[src/sv/wpt_pkg.sv]
package wpt_pkg;

	localparam int DEPTH = 64;
	localparam int CNT_W = $clog2(DEPTH + 1);
	localparam int IDX_W = $clog2(DEPTH);
	localparam int VAL_W = 32;
	localparam int PCT_W = 7;
	localparam int PROD_W = PCT_W + CNT_W;

	localparam logic [PCT_W-1:0] PCT_MIN = 7'd10;
	localparam logic [PCT_W-1:0] PCT_MAX = 7'd90;
	localparam logic [PCT_W-1:0] PCT_RESET = 7'd80;
	localparam logic [PCT_W-1:0] PCT_HALF = 7'd50;
	localparam logic [PCT_W-1:0] PCT_FULL = 7'd100;

	// Division by 100 is a multiply by the reciprocal of 100, scaled by 2^32 and rounded up.
	localparam int RECIP_SH = 32;
	localparam longint RECIP_L = (64'd1 << RECIP_SH) / 100 + 1;
	localparam int RECIP_W = 26;
	localparam logic [RECIP_W-1:0] RECIP_C = RECIP_L[RECIP_W-1:0];
	localparam int Q_W = PROD_W + RECIP_W - RECIP_SH;

	localparam logic [1:0] STAT_OK = 2'd0;
	localparam logic [1:0] STAT_FULL = 2'd1;
	localparam logic [1:0] STAT_MISSING = 2'd2;

	localparam logic KIND_INSERT = 1'b0;
	localparam logic KIND_REMOVE = 1'b1;

	localparam int ADDR_W = 3;
	localparam logic [ADDR_W-1:0] ADDR_PCT = 3'd0;

	typedef struct packed {
		logic ins;
		logic rem;
		logic signed [VAL_W-1:0] value;
	} cell_op_t;

	typedef struct packed {
		logic ready;
		logic exact;
		logic [CNT_W-1:0] rank;
	} rank_info_t;

endpackage

[src/sv/wpt_rank.sv]
module wpt_rank (
	input  logic                           clk,
	input  logic [wpt_pkg::PCT_W-1:0]      pct,
	input  logic [wpt_pkg::CNT_W-1:0]      count,
	output wpt_pkg::rank_info_t            info
);

	localparam int PROD_W = wpt_pkg::PROD_W;
	localparam int Q_W = wpt_pkg::Q_W;
	localparam int MUL_W = PROD_W + wpt_pkg::RECIP_W;

	logic [wpt_pkg::PCT_W-1:0] lo_w;
	logic [wpt_pkg::PCT_W-1:0] hi_w;
	logic [PROD_W-1:0]         cross_w;
	logic [PROD_W-1:0]         prod_s1;
	logic [wpt_pkg::CNT_W-1:0] count_s1;
	logic                      ready_s1;
	logic [MUL_W-1:0]          qm_w;
	logic [Q_W-1:0]            q0_w;
	logic [Q_W+6:0]            q100_w;
	logic                      rem0_w;
	logic [Q_W:0]              rank_w;
	wpt_pkg::rank_info_t       info_s2;

	// Ready when count > floor(b / a), checked as count * a > b.
	always_comb begin
		if (pct <= wpt_pkg::PCT_HALF) begin
			lo_w = pct;
			hi_w = wpt_pkg::PCT_FULL - pct;
		end else begin
			lo_w = wpt_pkg::PCT_FULL - pct;
			hi_w = pct;
		end
		cross_w = PROD_W'(count) * PROD_W'(lo_w);
	end

	always_ff @(posedge clk) begin
		prod_s1  <= PROD_W'(pct) * PROD_W'(count);
		count_s1 <= count;
		ready_s1 <= cross_w > PROD_W'(hi_w);
	end

	always_comb begin
		qm_w   = MUL_W'(prod_s1) * MUL_W'(wpt_pkg::RECIP_C);
		q0_w   = qm_w[MUL_W-1:wpt_pkg::RECIP_SH];
		q100_w = ((Q_W+7)'(q0_w) << 6) + ((Q_W+7)'(q0_w) << 5) + ((Q_W+7)'(q0_w) << 2);
		rem0_w = (q100_w == (Q_W+7)'(prod_s1));
		rank_w = rem0_w ? (Q_W+1)'(q0_w) : (Q_W+1)'(q0_w) + 1'b1;
		if (rank_w == '0) begin
			rank_w = (Q_W+1)'(1);
		end
	end

	always_ff @(posedge clk) begin
		info_s2.ready <= ready_s1;
		info_s2.exact <= ready_s1 && rem0_w && ((Q_W+1)'(count_s1) > rank_w);
		info_s2.rank  <= rank_w[wpt_pkg::CNT_W-1:0];
	end

	assign info = info_s2;

endmodule

[config.mk]
export PLATFORM = sky130hd
export DESIGN_NAME = wpt_rank
export DESIGN_NICKNAME = d
export VERILOG_FILES = /design/src/sv/wpt_pkg.sv /design/src/sv/wpt_rank.sv
export SDC_FILE = /design/constraint.sdc
export NUM_CORES = 1
export LEC_CHECK = 0
export ABC_AREA = 1
export BUFFER_PORTS_ARGS = -buffer_cell sky130_fd_sc_hd__buf_2
export CORE_UTILIZATION = 40
export CTS_CLUSTER_SIZE = 25
export DETAILED_ROUTE_END_ITERATION = 10
export GPL_TIMING_DRIVEN = 0
export HOLD_SLACK_MARGIN = 0.12
export PLACE_DENSITY_LB_ADDON = 0.2
export RECOVER_POWER = 100
export SKIP_CTS_REPAIR_TIMING = 1
export SYNTH_ARGS = -nofsm -noshare
export SYNTH_HDL_FRONTEND = slang
export SYNTH_SLANG_ARGS = --single-unit
[constraint.sdc]
create_clock -name clk -period 18.35 [get_ports clk]
set_input_delay 0.9175 -clock clk [delete_from_list [all_inputs] [get_ports clk]]
set_output_delay 0.9175 -clock clk [all_outputs]
set_load 0.005 [all_outputs]
### Word level (Yosys, flattened, before mapping)

Cells that the tools add are included.

* output and inout bits: 9
* register bits: 31
* bits of input ports: 15
* logic and storage cells: 24

* reductions and logical operators: 3
* order comparisons: 3
* $mul: 3
* multiplexer cells: 4
* equality and inequality tests: 1
* add/sub/neg operators: 4

Operators with widths (number)
* $mul 14x26->40 const B: 1
* $mul 7x7->14: 2
* $mux 9: 2
* $add 14x13->15: 1
* $add 15x10->15: 1
* $eq 15x14->1: 1
* $gt 14x7->1: 1
* $mux 7: 2
* $add 8x1->9 const B: 1
* $gt 7x9->1: 1
* $logic_not 9->1: 1
* $le 7x6->1 const B: 1
* $sub 7x7->7 const A: 1
* $logic_and 1x1->1: 2

### Depth between registers and ports, before layout

* depth after elaboration: 9
* depth in mapped cells: 57

### Worst setup path before layout

Ideal clock, no wire load.

* kind: reg-to-reg
* start point: register prod_s1[11]
* end point: register info_s2 (netlist bit info[7])
* cell stages (with the launch flop): 45
* buffers on the path: 1
* clock period less this slack: 8097 ps
* setup slack: 10253 ps
* data arrival time: 8006 ps
* path through: dfxtp_1 > fa_1 > inv_1 > fa_1 > inv_1 > fa_1 > fa_1 > fa_1 > fa_1 > ha_1 > nand2_1 > inv_1 > a21oi_1 > a21oi_1 > nor2_1 > nand2_1 > nand2_1 > nand2_4 > [... 9 more ...] > nand2_1 > nor2_1 > nand2_1 > nor2_1 > nand3_1 > nor2_1 > nand3_2 > nor2_4 > nand2_4 > buf_6 > nand2_1 > nand2_1 > ha_1 > nand4_1 > o221ai_1 > nand3_1 > a21o_1 > nor4_1

* word-level cells in the longest chain between the ends: 9
* elaborated cells on any way between the ends: 11

Ends and longest elaborated chain
* start: declaration: line wpt_rank.sv:15 `logic [PROD_W-1:0] prod_s1;`
* start signal: assignment: line wpt_rank.sv:38 `prod_s1 <= PROD_W'(pct) * PROD_W'(count);`
* $mul 14x26->40: line wpt_rank.sv:44 `qm_w = MUL_W'(prod_s1) * MUL_W'(wpt_pkg::RECIP_C);`
* $add 14x13->15: line wpt_rank.sv:46 `q100_w = ((Q_W+7)'(q0_w) << 6) + ((Q_W+7)'(q0_w) << 5) + ((Q_W+7)'(q0_w) << 2);`
* $add 15x10->15: line wpt_rank.sv:46
* $eq 15x14->1: line wpt_rank.sv:47 `rem0_w = (q100_w == (Q_W+7)'(prod_s1));`
* $mux 9: line wpt_rank.sv:48 `rank_w = rem0_w ? (Q_W+1)'(q0_w) : (Q_W+1)'(q0_w) + 1'b1;`
* $logic_not 9->1: line wpt_rank.sv:49 `if (rank_w == '0) begin`
* $mux 9: line wpt_rank.sv:49
* $gt 7x9->1: line wpt_rank.sv:56 `info_s2.exact <= ready_s1 && rem0_w && ((Q_W+1)'(count_s1) > rank_w);`
* $logic_and 1x1->1 *: line wpt_rank.sv:56
* end: declaration: line wpt_rank.sv:23 `wpt_pkg::rank_info_t info_s2;`

Every way passes the cells marked *; elsewhere a longest branch is shown, timed or not.

### Worst setup path after layout

* start point: register prod_s1[8]
* end point: register info_s2 (netlist bit info[7])

* word-level cells in the longest chain between the ends: 9
* elaborated cells on any way between the ends: 11

Ends and longest elaborated chain
* $mul 14x26->40: line wpt_rank.sv:44
* $add 14x13->15: line wpt_rank.sv:46
* $add 15x10->15: line wpt_rank.sv:46
* $eq 15x14->1: line wpt_rank.sv:47
* $mux 9 *: line wpt_rank.sv:48
* $logic_not 9->1: line wpt_rank.sv:49
* $mux 9 *: line wpt_rank.sv:49
* named net rank_w[0]: line wpt_rank.sv:22 `logic [Q_W:0] rank_w;`
* $gt 7x9->1 *: line wpt_rank.sv:56
* $logic_and 1x1->1 *: line wpt_rank.sv:56

Mark *: on every way through the listed nets, which the timed path passes. The rest lies on a longest branch.

==> flow_metrics.py <==
metrics = {
    "outcome": {
        "status": "complete, no violations",
    },
    "clock_network": {
        "h-tree-depth": 2,
        "clockBufferDepth": 2,
        "cts_made_buffers": 5,
        "path_clk_slew_ns": 0.05,
        "cts.sinks": 31,
        "clockRootBuffer": "clkbuf_16",
        "cts_tree": "yes",
        "clock_latency_ns": 0.27,
    },
    "global_routing": {
        "grt_pass1_vias": 9437,
        "grt_max_degree": 12,
        "grt_first_pass_wirelength_um": 46800,
        "antenna_found_initial": 0,
        "grtUsageTotal_pct": 20.6,
        "grt_overflow": 0,
    },
    "timing": {
        "hold_violations": 0,
        "rsz0062_at_grt": "false",
        "worst_pin_slew_ns": 0.837,
        "skew_ns": 0.00649,
        "relSlewSlack_pct": 44.1,
        "finalWorstSetupSlack_ns": 7.90,
        "max_freq_ghz": 0.0957,
        "period_minus_slack_ns": 10.45,
        "fin_tns_setup_ns": 0,
        "setup_viol": 0,
        "final_min_period_over_clock_period_pct": 56.9,
        "slew_viol_final": 0,
    },
    "setup_path": {
        "crit_top_cell": "inv_1",
        "cp-startpoint": "prod_s1[8]",
        "startpoint_type": "flop",
        "worstPathArrival_ns": 10.59,
        "cp.required_ns": 18.49,
        "worst-setup-path-type": "flop to flop",
        "r2r-start": "prod_s1[8]",
        "critPathSlowestCell": "dfxtp_1",
        "worst_setup_path_end_kind": "flop",
        "crit_family": "adder cells",
        "max_stage_delay_ns": 0.73,
        "path_max_fanout": 9,
        "path_buf_inv": 7,
    },
    "place": {
        "dp_slack_ns": 8.30,
        "dp_hpwl_um": 25400,
        "port_buffers": 22,
        "gp_congestion": 0.912,
    },
    "logic_synthesis": {
        "yosys_warnings": 0,
        "ys_seq_area_share_pct": 5.39,
        "synth-edff-count": 0,
        "synthCells": 1543,
        "ys_types": 44,
        "syn_area_per_cell_um2": 7.47,
        "syn_nets": 1946,
        "netlist_area_mm2": 0.0115,
        "synth_seq_cells": 31,
        "synth_ff_type": "dfxtp_1",
        "async_flop_share_pct": 0,
    },
    "floorplanning": {
        "die_h_um": 172,
        "io_pins": 24,
        "rows": 61,
        "coreArea_mm2": 0.0281,
        "start_util_pct": 41.0,
        "die_w_um": 172,
        "fp.dieArea_mm2": 0.0295,
    },
    "layout": {
        "diodes": 0,
        "final_layout_size_suffix_gt1_share_pct": 3.56,
        "nNetsFinal": 1975,
        "fin_util_pct": 43.5,
        "fillers": 3040,
        "area_delta_synth_final_pct": 5.94,
    },
    "routing": {
        "dr.first_iter.drc_count": 533,
        "wl_met3_um": 557,
        "wl_met2_um": 13700,
        "num_vias": 9213,
        "drt-total-wl_um": 28500,
        "drcViolationCount": 0,
        "wl_per_cell_um": 14.6,
        "highest_layer": "met4",
        "wl_met1_um": 13700,
        "dr.pass1.iters": 5,
        "viasPerCell": 4.72,
        "detail-route-antenna-nets": 0,
    },
    "hold_path": {
        "hold_path.class": "flop to flop",
        "hp-start": "ready_s1",
    },
    "flow_run": {
        "maxCapViolations": 0,
    },
}
-- cells in the final DEF (no fill, tap or decap), drive strengths merged --
cell	synthesis	final
inv	419	419
a221oi	1	1
buf	2	9
o21ai	36	36
nor4	2	2
nand4	12	12
a21boi	2	2
clkinv	2	3
o311ai	1	1
nand2	356	356
a21o	4	4
o221ai	1	1
o2111a	1	1
nor3b	2	2
nor3	7	7
xor2	21	21
or2	4	4
o211ai	2	2
a31oi	4	4
nand3b	6	6
nand3	49	49
ha	238	238
clkbuf	14	35
nor2	90	90
fa	150	150
xnor2	14	14
o2111ai	1	1
a21oi	61	61
o21bai	9	9
dfxtp	31	31
and3	1	1
-- per-layer routing --
| layer | track usage (%) | vias to the layer above |
|---|---|---|
| met5 | 0 | - |
| met4 | 5.12 | 0 |
| met3 | 0.966 | 34 |
| met2 | 36.9 | 121 |
| met1 | 27.0 | 4329 |
| li1 | - | 4729 |
-- area by class of cell --
type,count,area (µm²),area share [%]
timing repair buffer,22,91.3,0.748
buffer,16,63.8,0.523
multi-input combinational,1075,9240,75.6
clock inverter,1,5.00,0.0410
clock buffer,6,139,1.14
inverter,421,1580,12.9
sequential,31,621,5.08
tap,378,473,3.87
-- cell usage after synthesis, types with 21 or more instances --
cell	instances	area [µm²]
a21oi_1	58	290
dfxtp_1	31	621
fa_1	150	3000
ha_1	238	2980
inv_1	417	1570
nand2_1	340	1280
nand3_1	46	230
nor2_1	78	293
o21ai_0	32	160
xor2_1	21	184
-- metrics by stage --
stage | std cells | cell area, µm² | hold slack [ns]
global route | 1950 | 12200 | 0.364
finish | 1950 | 12200 | 0.354
detailed placement | 1943 | 12100 | 0.346
CTS | 1950 | 12300 | 0.357
floorplan | 1543 | 11500 | 0.325
global placement | 1943 | 12100 | 0.354
-- registers in the layout, indices dropped and copies added (netlist names) --
name,flops
info,9
prod_s1,14
count_s1,7
ready_s1,1
-- kinds of logic after synthesis --
group / Yosys count / share of synthesized area, %
and+or+nand+nor: 529 / 19.6
adders and majority gates: 388 / 51.9
buffers and inverters: 437 / 14.3
DFF: 31 / 5.39
xor gates and xnor gates: 35 / 2.66
AOI/OAI and AO/OA: 123 / 6.09
-- worst paths after layout --
check / slack [ns] / depth (start not counted) / endpoint
max reg2reg: 7.90 / 43 / info[7]
min reg2reg: 0.35 / 0 / info[8]
max: 7.90 / 43 / info[7]
min: 0.35 / 0 / info[8]
Power is left out: the tool's default activity adds up to more than one toggle a clock period on the data nets, which glitch-free logic cannot reach.
