===== src/sv/wpt_pkg.sv =====
package wpt_pkg;

	localparam int DEPTH = 64;
	localparam int CNT_W = $clog2(DEPTH + 1);
	localparam int IDX_W = $clog2(DEPTH);
	localparam int VAL_W = 32;
	localparam int PCT_W = 7;
	localparam int PROD_W = PCT_W + CNT_W;

	localparam logic [PCT_W-1:0] PCT_MIN = 7'd10;
	localparam logic [PCT_W-1:0] PCT_MAX = 7'd90;
	localparam logic [PCT_W-1:0] PCT_RESET = 7'd80;
	localparam logic [PCT_W-1:0] PCT_HALF = 7'd50;
	localparam logic [PCT_W-1:0] PCT_FULL = 7'd100;

	// Division by 100 is a multiply by the reciprocal of 100, scaled by 2^32 and rounded up.
	localparam int RECIP_SH = 32;
	localparam longint RECIP_L = (64'd1 << RECIP_SH) / 100 + 1;
	localparam int RECIP_W = 26;
	localparam logic [RECIP_W-1:0] RECIP_C = RECIP_L[RECIP_W-1:0];
	localparam int Q_W = PROD_W + RECIP_W - RECIP_SH;

	localparam logic [1:0] STAT_OK = 2'd0;
	localparam logic [1:0] STAT_FULL = 2'd1;
	localparam logic [1:0] STAT_MISSING = 2'd2;

	localparam logic KIND_INSERT = 1'b0;
	localparam logic KIND_REMOVE = 1'b1;

	localparam int ADDR_W = 3;
	localparam logic [ADDR_W-1:0] ADDR_PCT = 3'd0;

	typedef struct packed {
		logic ins;
		logic rem;
		logic signed [VAL_W-1:0] value;
	} cell_op_t;

	typedef struct packed {
		logic ready;
		logic exact;
		logic [CNT_W-1:0] rank;
	} rank_info_t;

endpackage


===== src/sv/wpt_cell.sv =====
module wpt_cell (
	input  logic                                clk,
	input  logic                                arst_n,
	input  wpt_pkg::cell_op_t                   op,
	input  logic signed [wpt_pkg::VAL_W-1:0]    left_val,
	input  logic                                left_vld,
	input  logic                                left_gt,
	input  logic signed [wpt_pkg::VAL_W-1:0]    right_val,
	input  logic                                right_vld,
	output logic signed [wpt_pkg::VAL_W-1:0]    val,
	output logic                                vld,
	output logic                                gt,
	output logic                                eq
);

	logic signed [wpt_pkg::VAL_W-1:0] val_q;
	logic                             vld_q;
	logic                             ge;

	// An empty cell counts as greater so that the insert point falls on it.
	assign gt  = !vld_q || (val_q > op.value);
	assign ge  = vld_q && (val_q >= op.value);
	assign eq  = vld_q && (val_q == op.value);
	assign val = val_q;
	assign vld = vld_q;

	always_ff @(posedge clk) begin
		if (op.ins && gt) begin
			val_q <= left_gt ? left_val : op.value;
		end else if (op.rem && ge) begin
			val_q <= right_val;
		end
	end

	always_ff @(posedge clk or negedge arst_n) begin
		if (!arst_n) begin
			vld_q <= 1'b0;
		end else if (op.ins && gt) begin
			vld_q <= left_gt ? left_vld : 1'b1;
		end else if (op.rem && ge) begin
			vld_q <= right_vld;
		end
	end

endmodule


===== config.mk =====
export PLATFORM = sky130hd
export DESIGN_NAME = wpt_cell
export DESIGN_NICKNAME = d
export VERILOG_FILES = /design/src/sv/wpt_pkg.sv /design/src/sv/wpt_cell.sv
export SDC_FILE = /design/constraint.sdc
export NUM_CORES = 1
export LEC_CHECK = 0
export BUFFER_PORTS_ARGS = -buffer_cell sky130_fd_sc_hd__clkbuf_2
export CAP_MARGIN = 20
export CORE_UTILIZATION = 40
export CTS_BUF_LIST = sky130_fd_sc_hd__clkbuf_2 sky130_fd_sc_hd__clkbuf_4 sky130_fd_sc_hd__clkbuf_8
export DETAILED_ROUTE_END_ITERATION = 16
export HOLD_SLACK_MARGIN = 0.1
export PLACE_DENSITY = 0.75
export SKIP_LAST_GASP = 1
export SYNTH_ARGS = -nofsm -noshare
export SYNTH_HDL_FRONTEND = slang
export SYNTH_SLANG_ARGS = --single-unit

===== constraint.sdc =====
create_clock -name clk -period 3.6 [get_ports clk]
set_clock_uncertainty 0.2 [all_clocks]
set_input_delay 0 -clock clk [delete_from_list [all_inputs] [get_ports clk]]
set_output_delay 0 -clock clk [all_outputs]
set_load 0.02 [all_outputs]

Word-level counts from Yosys, hierarchy flattened
Index checks and enable logic that the tools add are counted.
{"block": "op_classes", "add_sub_neg": 0, "reduce_logical": 7, "n_mul": 0, "n_bitwise": 0, "mux": 6, "order_cmp": 2, "shifts": 0, "div_mod_pow": 0, "n_eq_ne": 1}
{"operator": "$mux W32", "count": 3}
{"operator": "$eq A32 B32 Y1", "count": 1}
{"operator": "$ge A32 B32 Y1", "count": 1}
{"operator": "$gt A32 B32 Y1", "count": 1}
{"operator": "$logic_and A1 B1 Y1", "count": 4}
{"operator": "$mux W1", "count": 3}
{"operator": "$reduce_bool A2 Y1", "count": 1}
{"operator": "$logic_not A1 Y1", "count": 1}
{"operator": "$logic_or A1 B1 Y1", "count": 1}
{"block": "totals", "rom_bits": 0, "output_inout_bits": 35, "memories": 0, "register_bits": 33, "word_cells": 18, "ram_bits": 0, "latchBits": 0, "input_bits": 103}

Depth between registers and ports, before layout
Gate-level depths: netlist of run 1.
{"block": "logic_depth", "ltp_word": 5, "ltp_mapped": 10}

Least setup slack after synthesis of run 1
Ideal clock, no wire load.
{"block": "synth_timing", "path_kind": "reg-to-reg", "start": "register val_q (netlist bit val[14])", "end": "register val_q (netlist bit val[0]), enable pin", "required_ns": 3.023, "setup_ns": 0.377, "setup_slack_ns": 0.487, "stages_incl_launch_ff": 9, "t_arrival_ns": 2.536, "synth_period_minus_slack_ns": 3.113, "path_buffers": 0, "cell_sequence": "edfxtp_1 > ha_1 > a21oi_1 > nand2_1 > a221o_1 > o31a_1 > o21bai_1 > o31a_1 > a31o_2"}
{"block": "synth_between", "elab_chain_len": 4, "elab_cells_between_ends": 7, "classes_between": "order compare: 2; reduce/logical: 5"}
{"element": "start, declared", "line_no": "wpt_cell.sv:16", "rtl": "logic signed [wpt_pkg::VAL_W-1:0] val_q;"}
{"element": "start signal, assigned", "line_no": "wpt_cell.sv:29", "rtl": "val_q <= left_gt ? left_val : op.value;"}
{"element": "start signal, assigned", "line_no": "wpt_cell.sv:31", "rtl": "val_q <= right_val;"}
{"element": "$ge A32 B32 Y1 or $gt A32 B32 Y1 (tied branches)", "line_no": "wpt_cell.sv:22, wpt_cell.sv:21"}
{"element": "$logic_and A1 B1 Y1 or $logic_or A1 B1 Y1 (tied branches)", "line_no": "wpt_cell.sv:22, wpt_cell.sv:21"}
{"element": "$logic_and A1 B1 Y1 (on tied branches)", "line_no": "wpt_cell.sv:30, wpt_cell.sv:28"}
{"element": "$reduce_bool A2 Y1 (no line) (*)"}
Mark *: on every way between the ends. The rest lies on a longest branch, timed or not.
A chain may end at the register's enable or synchronous reset.

Worst setup path in the final report of run 1
{"block": "layout_timing", "start": "register val_q (netlist bit val[14])", "end": "register val_q (netlist bit val[28]), data pin"}
{"block": "layout_between", "elab_chain_len": 4}
{"element": "$gt A32 B32 Y1", "line_no": "wpt_cell.sv:21", "rtl": "assign gt = !vld_q || (val_q > op.value);"}
{"element": "$logic_or A1 B1 Y1", "line_no": "wpt_cell.sv:21"}
{"element": "$logic_and A1 B1 Y1", "line_no": "wpt_cell.sv:28", "rtl": "if (op.ins && gt) begin"}
{"element": "$mux W32", "line_no": "wpt_cell.sv:28"}
No other way between the ends.

==> results.sh, run 1 <==
export IMPL_timing_max_slew_rel_slack=0.491
export IMPL_first_iter_violations=145
export IMPL_critical_path_startpoint="val[14]"
export IMPL_route_detailed_vias_per_inst=5.27
export IMPL_met3WireLength_um=572
export IMPL_final_layout_size_suffix_gt1_frac=0.383
export IMPL_grt_antenna_before_repair=0
export IMPL_wl_met2_mm=4.89
export IMPL_die_y_um=85.1
export IMPL_num_clock_sinks=33
export IMPL_multi_input_comb_area_um2=1650
export IMPL_worst_path_max_fanout=12
export IMPL_yosysSeqAreaShare=0.357
export IMPL_max_freq_ghz=0.286
export IMPL_detail_route_first_pass_iterations=6
export IMPL_status="finished clean"
export IMPL_syn2layout_area_growth_pct=67.9
export IMPL_critical_path_arrival_ns=3.33
export IMPL_syn_mean_instance_area_um2=10.2
export IMPL_vdd_ir_drop_max_mv=0.319
export IMPL_synth_async_reset_ratio=0.0303
export IMPL_number_of_vias_after_detailed_routing=3063
export IMPL_finished_core_util=0.715
export IMPL_place_gp_congestion=0.872
export IMPL_r2r_start="val[14]"
export IMPL_setup_violations=0
export IMPL_detail_route_wl_per_cell_um=16.1
export IMPL_setup_ws_ns=0.106
export IMPL_pre_cts_ws_ns=0.419
export IMPL_layout_cells_most_common="clkbuf_2"
export IMPL_final_period_utilization=0.971
export IMPL_max_clock_path_buffers=2
export IMPL_layout_common_cells="clkbuf_2, dlygate4sd3_1, nand2_1, inv_1, o21ai_0"
export IMPL_register_area_um2=986
export IMPL_setup_worst_path_start_class="register"
export IMPL_initial_core_util=0.426
export IMPL_crit_path_max_delay_cell_type="dlygate4sd3_1"
export IMPL_postSynthNetCount=406
export IMPL_worstPathCellList="ha_1 -> nand4_1 -> nor4_2 -> nand2_1 -> and3_4 -> a22oi_4 -> nand2_8 -> mux2_4 -> dlygate4sd3_1"
export IMPL_number_of_global_route_vias_before_repair=3303
export IMPL_timing_setup_critical_path_class="register to register"
export IMPL_cts_inserted_buffers=5
export IMPL_num_rows=29
export IMPL_final_period_minus_worst_setup_slack_ns=3.49
export IMPL_edff_count_synth=32
export IMPL_grt_ovfl_total=0
export IMPL_placedInstanceArea_um2=3530
export IMPL_cts_reportedPaths_clkPinSlew_ns=0.07
export IMPL_detail_route_antenna_nets=0
export IMPL_total_routing_usage_reported_by_global_routing=0.268
export IMPL_timing_critical_path_to_type="register"
export IMPL_worst_slew_pin_transition_ns=0.764
export IMPL_synthesis_area_um2=2770
export IMPL_drc=0
export IMPL_first_pass_grt_wire_length_mm=15.1
export IMPL_design_portCount=138
export IMPL_worstPathRequired_ns=3.43
export IMPL_placeableCoreArea_um2=6490
export IMPL_critical_path_buf_inv_count=1
export IMPL_clock_root_buffer="clkbuf_8"
export IMPL_wl_mm=9.38
export IMPL_max_stage_delay_ns=0.57
export IMPL_max_cap_viol_count=0
export IMPL_yosys_area_top_type_share=0.348
export IMPL_timing_hold_worst_class="primary input to register"
export IMPL_synth_top_cell_by_area="edfxtp_1"
export IMPL_worstHoldStart="op[32]"
export IMPL_critical_path_top_delay_family="simple AND/OR/NAND/NOR gates"
export IMPL_hold_viol_final=0
export IMPL_synth_seq_cells=33
export IMPL_met1Wirelength_mm=3.49
export IMPL_synth_distinct_cells=39
export IMPL_worstSkewPairLatency_ns=0.28
export IMPL_synth_ff_type="edfxtp_1"
export IMPL_timing_final_max_slew_violations=0
export IMPL_syn_inst=271
export IMPL_design_final_nets=638
export IMPL_power_leakage_nw=2.35
export IMPL_yosysWarnings=0
export IMPL_maximum_number_of_pins_on_one_net_before_global_route_repair=43
export IMPL_pwr_density_cell_nw_per_um2=690
export IMPL_maxUsedRoutingLayer="met4"
export IMPL_cts_max_level=2
export IMPL_fp_dieArea_um2=7250
export IMPL_detailed_place_hpwl_mm=5.61
export IMPL_layout_filler_cells=444
export IMPL_antenna_cells_inserted=0
export IMPL_numPortBuffers=137
export IMPL_synth_top_cells_by_area="edfxtp_1, mux2_4, ha_1"
export IMPL_die_x_um=85.1
export IMPL_stdcell_area_um2=4640
export IMPL_clock_tree_from_tritoncts="built"
## flip-flops by register name, indices dropped and copies added (netlist names)
name,count
val,32
vld,1
## per-stage QoR
stage,setup TNS [ns],total power [mW],hold WS (ns),cells
after floorplan,0,2.07,-0.496,271
after global placement,0,2.54,-0.422,478
after detailed placement,0,2.58,-0.422,478
after CTS,0,3.09,0.128,578
after global routing,-0.351,3.40,0.175,581
final,0,3.20,0.176,581
## synth_stat cells (4+ instances only)
cell,count
nand4_1,7
nand2_1,39
nor2_1,4
a21oi_1,13
ha_1,32
clkbuf_1,6
edfxtp_1,32
mux2_2,5
inv_1,34
mux2_4,28
o21ai_0,34
## power breakdown
part           switching [mW]  leakage [nW]  internal [mW]
registers               0.127         0.327          0.737
clock network           0.140        0.0563          0.212
logic                    1.07          1.96          0.916
## path summary, 6_finish.rpt
path / end / slack [ns] / depth (start not counted)
min in group asynchronous: vld / 0.34 / 3
max in group asynchronous: vld / 2.76 / 3
min: val[30] / 0.18 / 2
max: val[28] / 0.11 / 9
min reg2reg: vld / 0.54 / 2
max reg2reg: val[28] / 0.11 / 9
## routing by layer
| metal | vias to the layer above | track usage |
|---|---|---|
| met2 | 163 | 0.504 |
| met3 | 42 | 0.0545 |
| li1 | 1445 | - |
| met1 | 1413 | 0.276 |
| met5 | - | 0 |
| met4 | 0 | 0.151 |
## kinds of logic after synthesis
group	synth area share
DFF	0.357
AOI/OAI and AO/OA	0.143
adders and majority gates	0.145
muxes	0.172
and+or+nand+nor	0.112
xor gates and xnor gates	0.00317
buffers and inverters	0.0679
## repair_timing
| action | 4_1_cts | 5_1_grt |
|---|---|---|
| setup buffers | 0 | 3 |
| hold endpoints to repair | 34 | 0 |
| setup endpoints to repair | 0 | 10 |
| resized for setup | 0 | 8 |
| hold buffers | 92 | 0 |
## layout make-up
cell class                 count  area share
tap                           77      0.0208
clock buffer                   6      0.0164
sequential                    33       0.212
multi-input combinational    194       0.354
timing repair buffer         235       0.361
clock inverter                 2     0.00728
inverter                      34      0.0275
Power figures use the tool's default switching activity.
==> run 2, diff against run 1 <==
==> config.mk (replaced) <==
export PLATFORM = sky130hd
export DESIGN_NAME = wpt_cell
export DESIGN_NICKNAME = d
export VERILOG_FILES = /design/src/sv/wpt_pkg.sv /design/src/sv/wpt_cell.sv
export SDC_FILE = /design/constraint.sdc
export NUM_CORES = 1
export LEC_CHECK = 0
export CAP_MARGIN = 20
export CORE_UTILIZATION = 40
export CTS_BUF_LIST = sky130_fd_sc_hd__clkbuf_2 sky130_fd_sc_hd__clkbuf_4 sky130_fd_sc_hd__clkbuf_8
export DETAILED_ROUTE_END_ITERATION = 16
export DONT_BUFFER_PORTS = 1
export HOLD_SLACK_MARGIN = 0.1
export PLACE_DENSITY = 0.58
export SKIP_LAST_GASP = 1
export SLEW_MARGIN = 20
export SYNTH_ARGS = -nofsm -noshare
export SYNTH_HDL_FRONTEND = slang
export SYNTH_SLANG_ARGS = --single-unit
==> run 2 against run 1 <==
  * The flow now stops in 4_1_cts
  * Synthesized area unchanged
  * Synthesized cell count unchanged
==> results.sh, run 2 <==
export IMPL_status="did not finish"
export IMPL_flow_stopped_at="4_1_cts"
export IMPL_tool_error="[ERROR RSZ-0060] Max buffer count reached."
export IMPL_cts_inserted_buffers=5
export IMPL_place_gp_congestion=0.792
export IMPL_synthTopCellsByCount="nand2_1, inv_1, o21ai_0"
export IMPL_synth_most_common_cell="nand2_1"
export IMPL_initial_core_util=0.426
export IMPL_num_rows=29
export IMPL_design_portCount=138
export IMPL_edff_count_synth=32
export IMPL_synth_seq_cells=33
export IMPL_synth_top_cells_by_area="edfxtp_1, mux2_4, ha_1"
export IMPL_syn_inst=271
export IMPL_pre_cts_ws_ns=0.442
export IMPL_num_clock_sinks=33
export IMPL_numPortBuffers=0
export IMPL_cts_repair_timing_setup_buffer_count=0
export IMPL_synth_ff_type="edfxtp_1"
export IMPL_syn_mean_instance_area_um2=10.2
export IMPL_detailed_place_hpwl_mm=4.84
export IMPL_clock_root_buffer="clkbuf_8"
export IMPL_die_y_um=85.1
export IMPL_max_clock_path_buffers=2
export IMPL_synth_distinct_cells=39
export IMPL_cts_repair_resized=0
export IMPL_postSynthNetCount=406
export IMPL_yosys_area_top_type_share=0.348
export IMPL_synth_async_reset_ratio=0.0303
export IMPL_ctsHoldBuffers=102
export IMPL_yosysWarnings=0
export IMPL_synth_top_cell_by_area="edfxtp_1"
export IMPL_die_x_um=85.1
export IMPL_cts_max_level=2
export IMPL_placedInstanceArea_um2=2880
export IMPL_synthesis_area_um2=2770
export IMPL_yosysSeqAreaShare=0.357
run 2: cell counts after synthesis:
Identical to the previous run, type by type.
run 2: logic make-up after synthesis:
kind of cell | share of synthesized area
xor gates and xnor gates | 0.00317
and+or+nand+nor | 0.112
DFF | 0.357
AOI/OAI and AO/OA | 0.143
buffers and inverters | 0.0679
muxes | 0.172
adders and majority gates | 0.145
run 2: through the flow:
| stage | cells | hold slack, ns |
|---|---|---|
| after floorplan | 271 | -0.496 |
| after global placement | 348 | -0.496 |
| after detailed placement | 348 | -0.496 |
==> run 3, diff against run 2 <==
--- a/config.mk
+++ b/config.mk
@@ -6,12 +6,10 @@
 export NUM_CORES = 1
 export LEC_CHECK = 0
 export CAP_MARGIN = 20
-export CORE_UTILIZATION = 40
-export CTS_BUF_LIST = sky130_fd_sc_hd__clkbuf_2 sky130_fd_sc_hd__clkbuf_4 sky130_fd_sc_hd__clkbuf_8
+export CORE_UTILIZATION = 25
 export DETAILED_ROUTE_END_ITERATION = 16
 export DONT_BUFFER_PORTS = 1
-export HOLD_SLACK_MARGIN = 0.1
-export PLACE_DENSITY = 0.58
+export PLACE_DENSITY_LB_ADDON = 0.15
 export SKIP_LAST_GASP = 1
 export SLEW_MARGIN = 20
 export SYNTH_ARGS = -nofsm -noshare
==> run 3 against run 2 <==
  * The run again fails in 4_1_cts
  * Synthesized cell count did not move
  * Synthesized area is the same
==> results.sh, run 3 <==
export IMPL_die_x_um=107
export IMPL_cts_repair_resized=0
export IMPL_max_clock_path_buffers=2
export IMPL_syn_inst=271
export IMPL_design_portCount=138
export IMPL_status="did not finish"
export IMPL_die_y_um=107
export IMPL_synth_ff_type="edfxtp_1"
export IMPL_yosysWarnings=0
export IMPL_yosysSeqAreaShare=0.357
export IMPL_place_gp_congestion=0.713
export IMPL_detailed_place_hpwl_mm=5.71
export IMPL_initial_core_util=0.256
export IMPL_edff_count_synth=32
export IMPL_synth_top_cell_by_area="edfxtp_1"
export IMPL_synth_top_cells_by_area="edfxtp_1, mux2_4, ha_1"
export IMPL_synthesis_area_um2=2770
export IMPL_synth_async_reset_ratio=0.0303
export IMPL_clock_root_buffer="clkbuf_8"
export IMPL_numPortBuffers=0
export IMPL_synth_most_common_cell="nand2_1"
export IMPL_cts_max_level=2
export IMPL_tool_error="[ERROR RSZ-0060] Max buffer count reached."
export IMPL_flow_stopped_at="4_1_cts"
export IMPL_ctsHoldBuffers=101
export IMPL_yosys_area_top_type_share=0.348
export IMPL_syn_mean_instance_area_um2=10.2
export IMPL_cts_repair_timing_setup_buffer_count=0
export IMPL_postSynthNetCount=406
export IMPL_num_clock_sinks=33
export IMPL_synthTopCellsByCount="nand2_1, inv_1, o21ai_0"
export IMPL_num_rows=38
export IMPL_synth_seq_cells=33
export IMPL_cts_inserted_buffers=5
export IMPL_synth_distinct_cells=39
[run 3: cell families after synthesis]
logic type	after synthesis	share of synthesized area
xor gates and xnor gates	1	0.00317
adders and majority gates	32	0.145
and+or+nand+nor	64	0.112
muxes	33	0.172
DFF	33	0.357
AOI/OAI and AO/OA	64	0.143
buffers and inverters	44	0.0679
[run 3: through the flow]
step / util / cells / setup slack (ns) / instance area, um^2
detailed placement: 0.276 / 414 / 0.364 / 2980
floorplan: - / 271 / 0.487 / 2770
global placement: 0.276 / 414 / 0.407 / 2980
